File: config.mk
export PLATFORM = sky130hd
export DESIGN_NAME = http_get_request_line_tokenizer_unit
export DESIGN_NICKNAME = d
export VERILOG_FILES = /design/src/rtl/core/hgrt_pkg.sv /design/src/rtl/core/hgrt_parse.sv /design/src/rtl/core/hgrt_rec_q.sv /design/src/rtl/core/http_get_request_line_tokenizer_unit.sv
export VERILOG_INCLUDE_DIRS = /design/src /design/src/rtl/core
export SDC_FILE = /design/constraint.sdc
export NUM_CORES = 1
export LEC_CHECK = 0
export ABC_AREA = 1
export ABC_CLOCK_PERIOD_IN_PS = 13800
export BUFFER_PORTS_ARGS = -buffer_cell sky130_fd_sc_hd__buf_2
export CAP_MARGIN = 20
export CORE_MARGIN = 2
export CORE_UTILIZATION = 25
export CTS_CLUSTER_SIZE = 25
export DETAILED_ROUTE_END_ITERATION = 16
export SLEW_MARGIN = 15
export SYNTH_ARGS = -nofsm -noshare
export SYNTH_HDL_FRONTEND = slang
export SYNTH_SLANG_ARGS = --single-unit
File: constraint.sdc
create_clock -name clk -period 13.8 [get_ports clk]
set_input_delay 2.76 -clock clk [delete_from_list [all_inputs] [get_ports clk]]
set_output_delay 2.76 -clock clk [all_outputs]
set_load 0.03 [all_outputs]
File: src/rtl/core/http_get_request_line_tokenizer_unit_macros.svh
// ---------------------------------------------------------------------------
// request line tokenizer assertion macros
// shared property shapes for the tokenizer checks, clocked on clk with
// synchronous active-low reset
// ---------------------------------------------------------------------------
`ifndef HTTP_GET_REQUEST_LINE_TOKENIZER_UNIT_MACROS_SVH
`define HTTP_GET_REQUEST_LINE_TOKENIZER_UNIT_MACROS_SVH

// same-cycle implication
`define HGRT_ASSERT_NOW(label, pre, post, msg) \
  label: assert property (@(posedge clk) disable iff (!rst_n) (pre) |-> (post)) \
    else $error(msg);

// next-cycle implication
`define HGRT_ASSERT_NEXT(label, pre, post, msg) \
  label: assert property (@(posedge clk) disable iff (!rst_n) (pre) |=> (post)) \
    else $error(msg);

`endif

File: src/rtl/core/hgrt_pkg.sv
// ---------------------------------------------------------------------------
// hgrt_pkg
// types, codes and helpers shared by the request line tokenizer
// ---------------------------------------------------------------------------
package hgrt_pkg;

  // default sizing
  localparam int MAX_PARAMS_DEF   = 8;
  localparam int BUFFER_BYTES_DEF = 1024;

  // fixed field widths of a record
  localparam int OFF_W = 10;
  localparam int IDX_W = 3;
  localparam int CNT_W = 4;

  // record queue sizing
  localparam int Q_DEPTH = 4;
  localparam int Q_PTR_W = 2;
  localparam int Q_LVL_W = 3;
  localparam int SLOTS   = 3;

  typedef logic [OFF_W-1:0]   off_t;
  typedef logic [IDX_W-1:0]   idx_t;
  typedef logic [CNT_W-1:0]   cnt_t;
  typedef logic [Q_PTR_W-1:0] q_ptr_t;
  typedef logic [Q_LVL_W-1:0] q_lvl_t;

  // characters of interest
  localparam logic [7:0] CH_G     = 8'h47;
  localparam logic [7:0] CH_E     = 8'h45;
  localparam logic [7:0] CH_T     = 8'h54;
  localparam logic [7:0] CH_SPACE = 8'h20;
  localparam logic [7:0] CH_QUERY = 8'h3f;
  localparam logic [7:0] CH_AMP   = 8'h26;
  localparam logic [7:0] CH_EQ    = 8'h3d;

  typedef enum logic [1:0] {
    KIND_PATH  = 2'd0,
    KIND_NAME  = 2'd1,
    KIND_VALUE = 2'd2,
    KIND_END   = 2'd3
  } kind_t;

  typedef enum logic [1:0] {
    ST_OK       = 2'd0,
    ST_NOT_GET  = 2'd1,
    ST_TOO_MANY = 2'd2,
    ST_EARLY    = 2'd3
  } status_t;

  typedef struct packed {
    logic [7:0] data_byte;
    logic       last_byte;
  } in_beat_t;

  typedef struct packed {
    kind_t   record_kind;
    idx_t    param_index;
    off_t    start_offset;
    off_t    token_length;
    status_t status;
    cnt_t    param_count;
    logic    last_of_run;
  } rec_t;

  // records raised by one byte, slot 0 first
  typedef struct packed {
    logic [1:0]       cnt;
    rec_t [SLOTS-1:0] rec;
  } rec_set_t;

  function automatic logic [7:0] method_char(logic [1:0] pos);
    logic [7:0] ch;
    case (pos)
      2'd0:    ch = CH_G;
      2'd1:    ch = CH_E;
      2'd2:    ch = CH_T;
      default: ch = CH_SPACE;
    endcase
    return ch;
  endfunction

  function automatic rec_t mk_rec(kind_t kind, idx_t idx, off_t start, off_t len,
                                  status_t st, cnt_t cnt);
    rec_t r;
    r.record_kind  = kind;
    r.param_index  = idx;
    r.start_offset = start;
    r.token_length = len;
    r.status       = st;
    r.param_count  = cnt;
    r.last_of_run  = 1'b0;
    return r;
  endfunction

endpackage

File: src/rtl/core/hgrt_parse.sv
// ---------------------------------------------------------------------------
// hgrt_parse
// tokenizer state and record generation for one held byte
// ---------------------------------------------------------------------------
module hgrt_parse #(
  parameter int MAX_PARAMS   = hgrt_pkg::MAX_PARAMS_DEF,
  parameter int BUFFER_BYTES = hgrt_pkg::BUFFER_BYTES_DEF
) (
  input  logic               clk,
  input  logic               rst_n,
  input  hgrt_pkg::in_beat_t beat,
  input  logic               advance,
  output hgrt_pkg::rec_set_t rec_set
);
  import hgrt_pkg::*;

  localparam int OW = $clog2(BUFFER_BYTES + 1);
  localparam int PW = $clog2(MAX_PARAMS + 1);

  typedef logic [OW-1:0] bo_t;
  typedef logic [PW-1:0] pc_t;

  localparam bo_t BUF_LIMIT  = bo_t'(BUFFER_BYTES);
  localparam pc_t PARAM_LIM  = pc_t'(MAX_PARAMS);
  localparam bo_t PATH_START = bo_t'(4);

  bo_t        off_r,  off_nxt;
  logic [1:0] sp_r,   sp_nxt;
  pc_t        ps_r,   ps_nxt;
  bo_t        pb_r,   pb_nxt;
  logic       pcl_r,  pcl_nxt;
  bo_t        nb_r,   nb_nxt;
  bo_t        vb_r,   vb_nxt;
  logic       vo_r,   vo_nxt;
  logic       fin_r,  fin_nxt;

  logic [7:0]       c;
  logic [1:0]       k;
  rec_t [SLOTS-1:0] recs;

  assign c = beat.data_byte;

  always_comb begin
    k       = 2'd0;
    recs    = '0;
    off_nxt = off_r;
    sp_nxt  = sp_r;
    ps_nxt  = ps_r;
    pb_nxt  = pb_r;
    pcl_nxt = pcl_r;
    nb_nxt  = nb_r;
    vb_nxt  = vb_r;
    vo_nxt  = vo_r;
    fin_nxt = fin_r;

    if (!fin_r) begin
      if (off_r >= BUF_LIMIT) begin
        recs[k] = mk_rec(KIND_END, '0, '0, '0, ST_EARLY, cnt_t'(ps_r));
        k       = k + 2'd1;
        fin_nxt = 1'b1;
      end else if (off_r < PATH_START) begin
        if (c != method_char(off_r[1:0])) begin
          recs[k] = mk_rec(KIND_END, '0, '0, '0, ST_NOT_GET, '0);
          k       = k + 2'd1;
          fin_nxt = 1'b1;
        end else if (off_r == bo_t'(3)) begin
          sp_nxt = 2'd1;
          pb_nxt = PATH_START;
        end
      end else if (c == CH_SPACE || c == CH_QUERY || c == CH_AMP) begin
        // path closes at the closing space or the first question mark
        if (!pcl_r && c != CH_AMP) begin
          recs[k] = mk_rec(KIND_PATH, '0, off_t'(pb_r), off_t'(off_r - pb_r), ST_OK, '0);
          k       = k + 2'd1;
          pcl_nxt = 1'b1;
        end
        // close a value whose equals sign was seen
        if (vo_r) begin
          recs[k] = mk_rec(KIND_VALUE, idx_t'(ps_r - pc_t'(1)), off_t'(vb_r),
                           off_t'(off_r - vb_r), ST_OK, '0);
          k       = k + 2'd1;
          vo_nxt  = 1'b0;
        end
        if (c == CH_SPACE) begin
          sp_nxt  = 2'd2;
          recs[k] = mk_rec(KIND_END, '0, '0, '0, ST_OK, cnt_t'(ps_r));
          k       = k + 2'd1;
          fin_nxt = 1'b1;
        end else if (ps_r >= PARAM_LIM) begin
          recs[k] = mk_rec(KIND_END, '0, '0, '0, ST_TOO_MANY, cnt_t'(MAX_PARAMS));
          k       = k + 2'd1;
          fin_nxt = 1'b1;
        end else begin
          ps_nxt = ps_r + pc_t'(1);
          nb_nxt = off_r + bo_t'(1);
        end
      end else if (c == CH_EQ) begin
        // ignored while the path is still open
        if (pcl_r && ps_r != '0) begin
          recs[k] = mk_rec(KIND_NAME, idx_t'(ps_r - pc_t'(1)), off_t'(nb_r),
                           off_t'(off_r - nb_r), ST_OK, '0);
          k       = k + 2'd1;
          vb_nxt  = off_r + bo_t'(1);
          vo_nxt  = 1'b1;
        end
      end

      if (!fin_nxt) begin
        off_nxt = off_r + bo_t'(1);
      end
      if (beat.last_byte && !fin_nxt) begin
        recs[k] = mk_rec(KIND_END, '0, '0, '0, (sp_nxt == 2'd0) ? ST_NOT_GET : ST_EARLY,
                         cnt_t'(ps_nxt));
        k       = k + 2'd1;
        fin_nxt = 1'b1;
      end
    end

    if (k != 2'd0) begin
      recs[k - 2'd1].last_of_run = 1'b1;
    end

    // final byte returns everything to its reset value
    if (beat.last_byte) begin
      off_nxt = '0;
      sp_nxt  = '0;
      ps_nxt  = '0;
      pb_nxt  = '0;
      pcl_nxt = 1'b0;
      nb_nxt  = '0;
      vb_nxt  = '0;
      vo_nxt  = 1'b0;
      fin_nxt = 1'b0;
    end
  end

  assign rec_set.cnt = k;
  assign rec_set.rec = recs;

  always_ff @(posedge clk) begin
    if (!rst_n) begin
      off_r <= '0;
      sp_r  <= '0;
      ps_r  <= '0;
      pb_r  <= '0;
      pcl_r <= 1'b0;
      nb_r  <= '0;
      vb_r  <= '0;
      vo_r  <= 1'b0;
      fin_r <= 1'b0;
    end else if (advance) begin
      off_r <= off_nxt;
      sp_r  <= sp_nxt;
      ps_r  <= ps_nxt;
      pb_r  <= pb_nxt;
      pcl_r <= pcl_nxt;
      nb_r  <= nb_nxt;
      vb_r  <= vb_nxt;
      vo_r  <= vo_nxt;
      fin_r <= fin_nxt;
    end
  end

endmodule

File: src/rtl/core/hgrt_rec_q.sv
// ---------------------------------------------------------------------------
// hgrt_rec_q
// small record queue, takes up to three records a cycle, gives one while out_stall is low
// ---------------------------------------------------------------------------
module hgrt_rec_q (
  input  logic               clk,
  input  logic               rst_n,
  input  logic               push_en,
  input  hgrt_pkg::rec_set_t push_set,
  output logic               out_valid,
  output hgrt_pkg::rec_t     out_rec,
  input  logic               out_stall,
  output hgrt_pkg::q_lvl_t   level
);
  import hgrt_pkg::*;

  rec_t   q_r [Q_DEPTH];
  q_ptr_t wr_ptr_r, wr_ptr_nxt;
  q_ptr_t rd_ptr_r, rd_ptr_nxt;
  q_lvl_t lvl_r,    lvl_nxt;
  q_lvl_t push_n;
  logic   pop;

  assign out_valid = (lvl_r != '0);
  assign out_rec   = q_r[rd_ptr_r];
  assign level     = lvl_r;
  assign pop       = out_valid && !out_stall;
  assign push_n    = push_en ? q_lvl_t'(push_set.cnt) : '0;

  always_comb begin
    wr_ptr_nxt = wr_ptr_r + q_ptr_t'(push_n);
    rd_ptr_nxt = rd_ptr_r + q_ptr_t'(pop);
    lvl_nxt    = lvl_r + push_n - q_lvl_t'(pop);
  end

  always_ff @(posedge clk) begin
    for (int i = 0; i < SLOTS; i++) begin
      if (push_en && (i < int'(push_set.cnt))) begin
        q_r[q_ptr_t'(wr_ptr_r + q_ptr_t'(i))] <= push_set.rec[i];
      end
    end
  end

  always_ff @(posedge clk) begin
    if (!rst_n) begin
      wr_ptr_r <= '0;
      rd_ptr_r <= '0;
      lvl_r    <= '0;
    end else begin
      wr_ptr_r <= wr_ptr_nxt;
      rd_ptr_r <= rd_ptr_nxt;
      lvl_r    <= lvl_nxt;
    end
  end

endmodule

File: src/rtl/core/http_get_request_line_tokenizer_unit.sv
// ---------------------------------------------------------------------------
// http_get_request_line_tokenizer_unit
// splits a GET request line into path, parameter name and value records
// ---------------------------------------------------------------------------
// Takes a request buffer one byte per beat (last_byte flags the final byte)
// and emits records: the path, a name record at each '=' after the path,
// a value record when a value is closed by '&', '?' or the closing space,
// and one end status record (ok, not GET, too many parameters, ended early).
// Bytes after the end are swallowed until the final byte, after which all
// state returns to reset. Rate: one byte per cycle while each byte raises at
// most one record and out_stall is low; the output port drains one record
// per cycle while not stalled, so a run of bytes raising two or three records
// each is held to the record rate, with a four-deep record queue absorbing
// short bursts. A byte's records pass the input register, then the queue.
// ---------------------------------------------------------------------------
`include "http_get_request_line_tokenizer_unit_macros.svh"

module http_get_request_line_tokenizer_unit #(
  parameter int MAX_PARAMS   = hgrt_pkg::MAX_PARAMS_DEF,
  parameter int BUFFER_BYTES = hgrt_pkg::BUFFER_BYTES_DEF
) (
  input  logic               clk,
  input  logic               rst_n,
  // byte input
  input  logic               in_valid,
  output logic               in_stall,
  input  hgrt_pkg::in_beat_t in_beat,
  // record output
  output logic               out_valid,
  input  logic               out_stall,
  output hgrt_pkg::rec_t     out_beat
);
  import hgrt_pkg::*;

  // input register
  logic     hold_valid_r;
  in_beat_t hold_beat_r;

  // parse results and queue status
  rec_set_t rec_set;
  q_lvl_t   q_level;
  logic     room;
  logic     advance;

  // a held byte moves on only when all of its records fit in the queue;
  // room is judged on the registered fill level, so stall on the input
  // never waits on the output stall in the same cycle
  assign room     = (q_lvl_t'(Q_DEPTH) - q_level) >= q_lvl_t'(rec_set.cnt);
  assign advance  = hold_valid_r && room;
  assign in_stall = hold_valid_r && !room;

  always_ff @(posedge clk) begin
    if (!rst_n) begin
      hold_valid_r <= 1'b0;
    end else if (!in_stall) begin
      hold_valid_r <= in_valid;
    end
  end

  always_ff @(posedge clk) begin
    if (in_valid && !in_stall) begin
      hold_beat_r <= in_beat;
    end
  end

  // tokenizer state and record generation
  hgrt_parse #(
    .MAX_PARAMS   (MAX_PARAMS),
    .BUFFER_BYTES (BUFFER_BYTES)
  ) u_parse (
    .clk     (clk),
    .rst_n   (rst_n),
    .beat    (hold_beat_r),
    .advance (advance),
    .rec_set (rec_set)
  );

  // records wait here until the output side takes them
  hgrt_rec_q u_rec_q (
    .clk       (clk),
    .rst_n     (rst_n),
    .push_en   (advance),
    .push_set  (rec_set),
    .out_valid (out_valid),
    .out_rec   (out_beat),
    .out_stall (out_stall),
    .level     (q_level)
  );

  // checks

  // the queue never fills past its depth
  `HGRT_ASSERT_NOW(a_level_bound, 1'b1, q_level <= q_lvl_t'(Q_DEPTH), "record queue overfilled")

  // an end record always closes the run of records for its byte
  `HGRT_ASSERT_NOW(a_end_closes_run, out_valid && out_beat.record_kind == KIND_END,
    out_beat.last_of_run, "end record without last_of_run")

  // a byte that raises no record never grows the queue
  `HGRT_ASSERT_NEXT(a_quiet_byte, advance && rec_set.cnt == 2'd0,
    q_level <= $past(q_level), "queue grew on a byte with no records")

endmodule
[Word-level counts from Yosys, hierarchy flattened]
Memories as Yosys holds them, arrays and structs flattened. A register that Yosys moved wholly into a read port is not among the register bits.
Index checks and enable logic that the tools add are counted.
Word-level totals
  output and inout bits: 34
  logic and storage cells: 244
  memories kept: 1
  bits in writable memories: 128
  input bits: 13
  register bits: 67
Memories
  u_rec_q.q_r: words 4, bits a word 32, rd ports 1, clocked after Yosys merged registers in 1, write ports 3, RTL line hgrt_rec_q.sv:17  | rec_t q_r [Q_DEPTH];
Operators by class
  eq/ne operators: 17
  add/subtract/negate cells: 17
  $lt $le $gt $ge: 15
  reductions and logical operators: 41
  bitwise gates (word level): 3
  muxes and demuxes: 135
Operator list (number)
  two-way mux 96 bit: 10
  bitwise mux 96 bit: 4
  two-way mux 32 bit: 12
  demux 32 bit (select 2 bit): 4
  two-way mux 64 bit: 4
  two-way mux 10 bit: 20
  bitwise AND 84 bit: 1
  inverter 84 bit: 1
  two-way mux 31 bit: 2
  two-way mux 2 bit: 30
  two-way mux 1 bit: 33
  two-way mux 11 bit: 3
  equality test 8 x 6 -> 1 bit, second input constant: 4
  two-way mux 4 bit: 8
  subtractor 10 bit: 3
  two-way mux 27 bit: 1
  two-way mux 8 bit: 3
  one-hot mux 7 bit (3 select lines): 1
  AND reduction 6 bit: 3
  != test 2 bit, second input constant: 8
  logical AND 1 bit: 14
  AND reduction 7 bit: 2
  nonzero test 2 bit: 7
  < comparator 2 x 3 -> 1 bit, second input constant: 4
  other kinds (31): 46

[Logic depth before layout (Yosys ltp)]
  depth in word-level cells: 30
  gate-level depth with buffers: 29

[Cells and area by module]
From an unflattened synthesis, not the netlist that was laid out.
Second synthesis, totals
  cell total of the unflattened synthesis: 1931
  area total of the unflattened synthesis: 13887.1 um^2
Modules (own cells, without submodules)
  hgrt_rec_q: area an instance 8450.6 um^2, cells an instance 1056, times used 1, seq. area each 3983.8 um^2
  hgrt_parse: area an instance 5016.1 um^2, cells an instance 843, times used 1, seq. area each 820.8 um^2
  http_get_request_line_tokenizer_unit: area an instance 420.4 um^2, cells an instance 32, times used 1, seq. area each 290.3 um^2

[Least setup slack after synthesis]
Ideal clock, no wire load.
  kind: reg2out
  start: reg hold_beat_r[5] (netlist bit)
  end: out in_stall
  path slack: 7.628 ns
  data arrival time: 3.412 ns
  stages on the path, launching flop included: 21
  buffers on the path: 0
  path through: edfxtp_1 -> inv_1 -> nand2_2 -> nor2_4 -> nand2_1 -> nand2_2 -> inv_2 -> ha_1 -> inv_1 -> nor2_1 -> o21ai_0 -> a21oi_1 -> nor2_2 -> inv_1 -> ha_1 -> nand4_1 -> nand3_4 -> ha_1 -> o21ai_0 -> nand3b_1 -> nor2_1
Between the ends
  word-level cells in the longest chain between the ends: 26
RTL lines
  from (decl): RTL line http_get_request_line_tokenizer_unit.sv:37  | in_beat_t hold_beat_r;
  from (signal assigned): RTL line http_get_request_line_tokenizer_unit.sv:62  | hold_beat_r <= in_beat;
  != test 8 x 6 -> 1 bit: RTL line hgrt_parse.sv:72  | if (!pcl_r && c != CH_AMP) begin
  logical AND 1 bit: RTL line hgrt_parse.sv:72
  two-way mux 1 bit: RTL line hgrt_parse.sv:72
  two-way mux 2 bit: RTL line hgrt_parse.sv:70  | end else if (c == CH_SPACE || c == CH_QUERY || c == CH_AMP) begin
  two-way mux 2 bit: RTL line hgrt_parse.sv:61  | end else if (off_r < PATH_START) begin
  two-way mux 2 bit: RTL line hgrt_parse.sv:57  | if (off_r >= BUF_LIMIT) begin
  two-way mux 2 bit: RTL line hgrt_parse.sv:56  | if (!fin_r) begin
  adder 2 x 1 -> 2 bit: RTL line hgrt_parse.sv:81  | k = k + 2'd1;
  [... 10 more ...]
  two-way mux 2 bit: RTL line hgrt_parse.sv:57
  two-way mux 2 bit: RTL line hgrt_parse.sv:56
  adder 2 x 1 -> 2 bit: RTL line hgrt_parse.sv:114  | k = k + 2'd1;
  two-way mux 2 bit (*): RTL line hgrt_parse.sv:111  | if (beat.last_byte && !fin_nxt) begin
  two-way mux 2 bit (*): RTL line hgrt_parse.sv:56
  greater-or-equal comparator 3 x 2 -> 1 bit (*): RTL line http_get_request_line_tokenizer_unit.sv:48  | assign room = (q_lvl_t'(Q_DEPTH) - q_level) >= q_lvl_t'(rec_set.cnt);
  zero test 1 bit (*): RTL line http_get_request_line_tokenizer_unit.sv:50  | assign in_stall = hold_valid_r && !room;
  logical AND 1 bit (*): RTL line http_get_request_line_tokenizer_unit.sv:50
  to (decl): RTL line http_get_request_line_tokenizer_unit.sv:26  | output logic in_stall,
Every way passes the cells marked *; elsewhere a longest branch is shown, timed or not. The select of a mux whose other input is x is not followed.

[Worst setup path in the final report]
Ends and elaborated chain as after synthesis.

==> impl_metrics.toml <==
[setup_path]
crit_fanout = 9
crit_chain = "inv_1, nand2_2, nor2_4, nand2_1, nand2_2, inv_2, ha_1, inv_1, nor2_1, o21ai_0, a21oi_1, nor2_2, inv_1, ha_1, nand4_1, nand3_4, ha_1, o21ai_0, nand3b_1, nor2_1, buf_2"
arrival_ps = 4490
startpoint_type = "register"
worstSetupEndpointType = "output port"
crit_path_start = "hold_beat_r[5]"
worstPathRequired_ps = 11040
ff2ff_path_depth = 24
max_stage_delay_ps = 420
critPathCapture = "in_stall"
crit_slowest_cell = "edfxtp_1"
r2r_setup_slack_ps = 7220
reg2reg_to = "u_rec_q.q_r[2][17]"
worstSetupPathType = "register to output port"
timing.rr.start = "hold_beat_r[5]"

[floorplanning]
start_util_pct = 25.39
dieWidth_um = 224.5
pin_count = 47
row_count = 80
coreArea_um2 = 47850
dieArea_um2 = 50380
die_h_um = 224.5

[detailed_routing]
first_iter_violations = 1285
avgRoutedWirePerCell_um = 17.38
antenna_left = 0
routed_wl_um = 39790
via_per_inst = 5.031
first_pass_iters = 7
vias = 11520
drc = 0

[timing]
tns_ps = 0
worst_pin_slew_ps = 1150
hold-worst-slack_ps = 471.3
min_period_over_period_pct = 52.56
max_freq_ghz = 0.1379
finalHoldViolations = 0
rsz0062_at_grt = "false"
setup_viol = 0
finClkSkew_ps = 15.76
report.final.slew_viol_count = 0
fin_crit_ps = 7253
slew_headroom_pct = 23.22

[cells_and_area]
synthToLayoutAreaGrowth_pct = 10.67
num_antenna_cells = 0
final_common_cell = "nor2_1"
nets = 1720
drive_gt1_share_pct = 7.821
layout_common_cells = "nor2_1 (353), nand2_1 (288), o21ai_0 (186), nand3_1 (141), edfxtp_1 (137)"
design_area_um2 = 13450
stdcell_count = 2290
fillers = 5166

[global_routing]
grt_max_degree = 67
grt_pass1_wl_um = 61920
antenna_found_initial = 1
first_global_vias = 10790
overflow = 0
track_usage_pct = 15.71

[synth]
yosysTopAreaCell = "edfxtp_1"
synth_fp_nets = 1725
synthesis.area_um2 = 12150
avgSynthCellArea_um2 = 7.284
ys_types = 47
synthCells = 1668
ys_warn_count = 0
async_reset_ff_share_pct = 0
synth_edf_count = 137
ys_seq_elements = 186
ys_top_cells_by_area = "edfxtp_1 (34%), nor2_1 (11%), nand2_1 (8.9%)"
yosysSeqAreaShare_pct = 41.93
yosysTopAreaCellShare_pct = 33.86
synth_ff_type = "edfxtp_1"

[power]
finalPower_uw = 2625
peakVddDrop_v = 0.00009972
powerDensity_nw_per_um2 = 195.2
p_leak_uw = 0.005736

[cts]
cts_resized = 0
clock-root-buffer = "clkbuf_16"
clk_path_buf_depth = 2
numCtsBuffers = 17
h-tree-depth = 4
cts_hold_buf = 0
cts_tree = "done"
postCtsSetupBuffers = 0
clkSlewWorstSetupHoldPaths_ps = 80
clock_latency_ps = 460
numClockSinks = 186

[placed_design]
placed_area_um2 = 12870
dp.cells = 2258
hpwlAfterDp_um = 28180
port_buffers = 46
globalplace.congestion = 0.9076

[run]
cap_violations = 0

[status]
status = "completed"

[hold_path]
hold_class = "register to register"
## kinds of logic after synthesis
group | synth area share, %
buffers and inverters | 7.558
XOR/XNOR | 1.081
flip-flops | 41.93
AND/OR/NAND/NOR | 30.06
adder cells (fa/ha/maj) | 4.716
AO/OA/AOI/OAI | 14.65
## critical path: cells and delay by family, from the launching register on
kind / cells / cell delay, ps
AND/OR/NAND/NOR: 10 / 1600
AO/OA/AOI/OAI: 3 / 360
buffers and inverters: 5 / 740
adder cells (fa/ha/maj): 3 / 900
flip-flops: 1 / 420
## flip-flops by register name (all words and copies together), names as in the netlist
register,count
u_rec_q.q_r,128
u_parse.off_r,11
u_parse.nb_r,10
u_parse.vb_r,10
hold_beat_r,9
u_parse.ps_r,4
u_rec_q.level,3
u_parse.sp_r,2
u_rec_q.rd_ptr_r,2
u_rec_q.wr_ptr_r,2
hold_valid_r,1
u_parse.fin_r,1
u_parse.pb_r,1
u_parse.pcl_r,1
u_parse.vo_r,1
## per-stage QoR
| stage | setup slack, ps | utilization, % |
|---|---|---|
| after detailed placement | 6999 | 26.89 |
| after global placement | 6956 | 26.88 |
| after global routing | 6053 | 28.10 |
| after CTS | 6481 | 28.05 |
| final | 6547 | 28.10 |
| after floorplan | 7628 | - |
## synth_stat cells (2+ instances only)
cell      instances
o211ai_1          2
o22ai_1          35
dfxtp_1          49
o21ai_0         186
a21o_1            2
inv_2             5
nor2_1          357
nor2_2            3
clkbuf_1         49
nand3_1         141
buf_6             2
nand2_1         288
nand4_1          10
nor3_1           24
o21bai_1          2
ha_1             41
nand3_2           4
buf_4             4
xor2_1            8
nand3_4           4
buf_1             3
inv_1           135
a211oi_1          4
nor4_1            2
a21oi_1          77
fa_1              3
or2_2             4
buf_2            21
clkbuf_2          2
edfxtp_1        137
xnor2_1           7
nor2_4            3
o21ai_1          22
a31oi_1           6
clkinv_1          4
nand2_2          10
a22oi_1           2
## layer usage
metal	track usage [%]	share of wire, %	wire [µm]	vias to the layer above
li1	-	-	-	5569
met1	21.48	45	17920	5426
met2	25.27	46	18500	466
met3	2.704	6.7	2668	57
met4	4.871	1.8	699	2
met5	0	0.028	11	-
## worst min path at each step
stage / start / endpoint / cells past startpoint
floorplan: u_parse.sp_r[1] / u_parse.sp_r[1] / 2
global placement: u_parse.sp_r[1] / u_parse.sp_r[1] / 2
detailed placement: u_parse.sp_r[1] / u_parse.sp_r[1] / 2
CTS: u_parse.sp_r[1] / u_parse.sp_r[1] / 2
global route: u_parse.sp_r[1] / u_parse.sp_r[1] / 2
finish: u_parse.sp_r[1] / u_parse.sp_r[1] / 2
## where the power goes
group	internal [µW]	switching, µW
clock	237	241
combinational	360	952
sequential	769	65.9
total	1370	1260
## final cells by class
type                    count  area [µm²]  share of cell area (%)
repair buffers             58       337.8                   2.512
multi-input cells        1256        6147                   45.72
clock inverters            14       130.1                  0.9677
inverters                 144       540.5                   4.020
well taps                 615       769.5                   5.723
clock buffers              17       425.4                   3.164
flip-flops and latches    186        5096                   37.90
(Power assumes the default switching activity.)
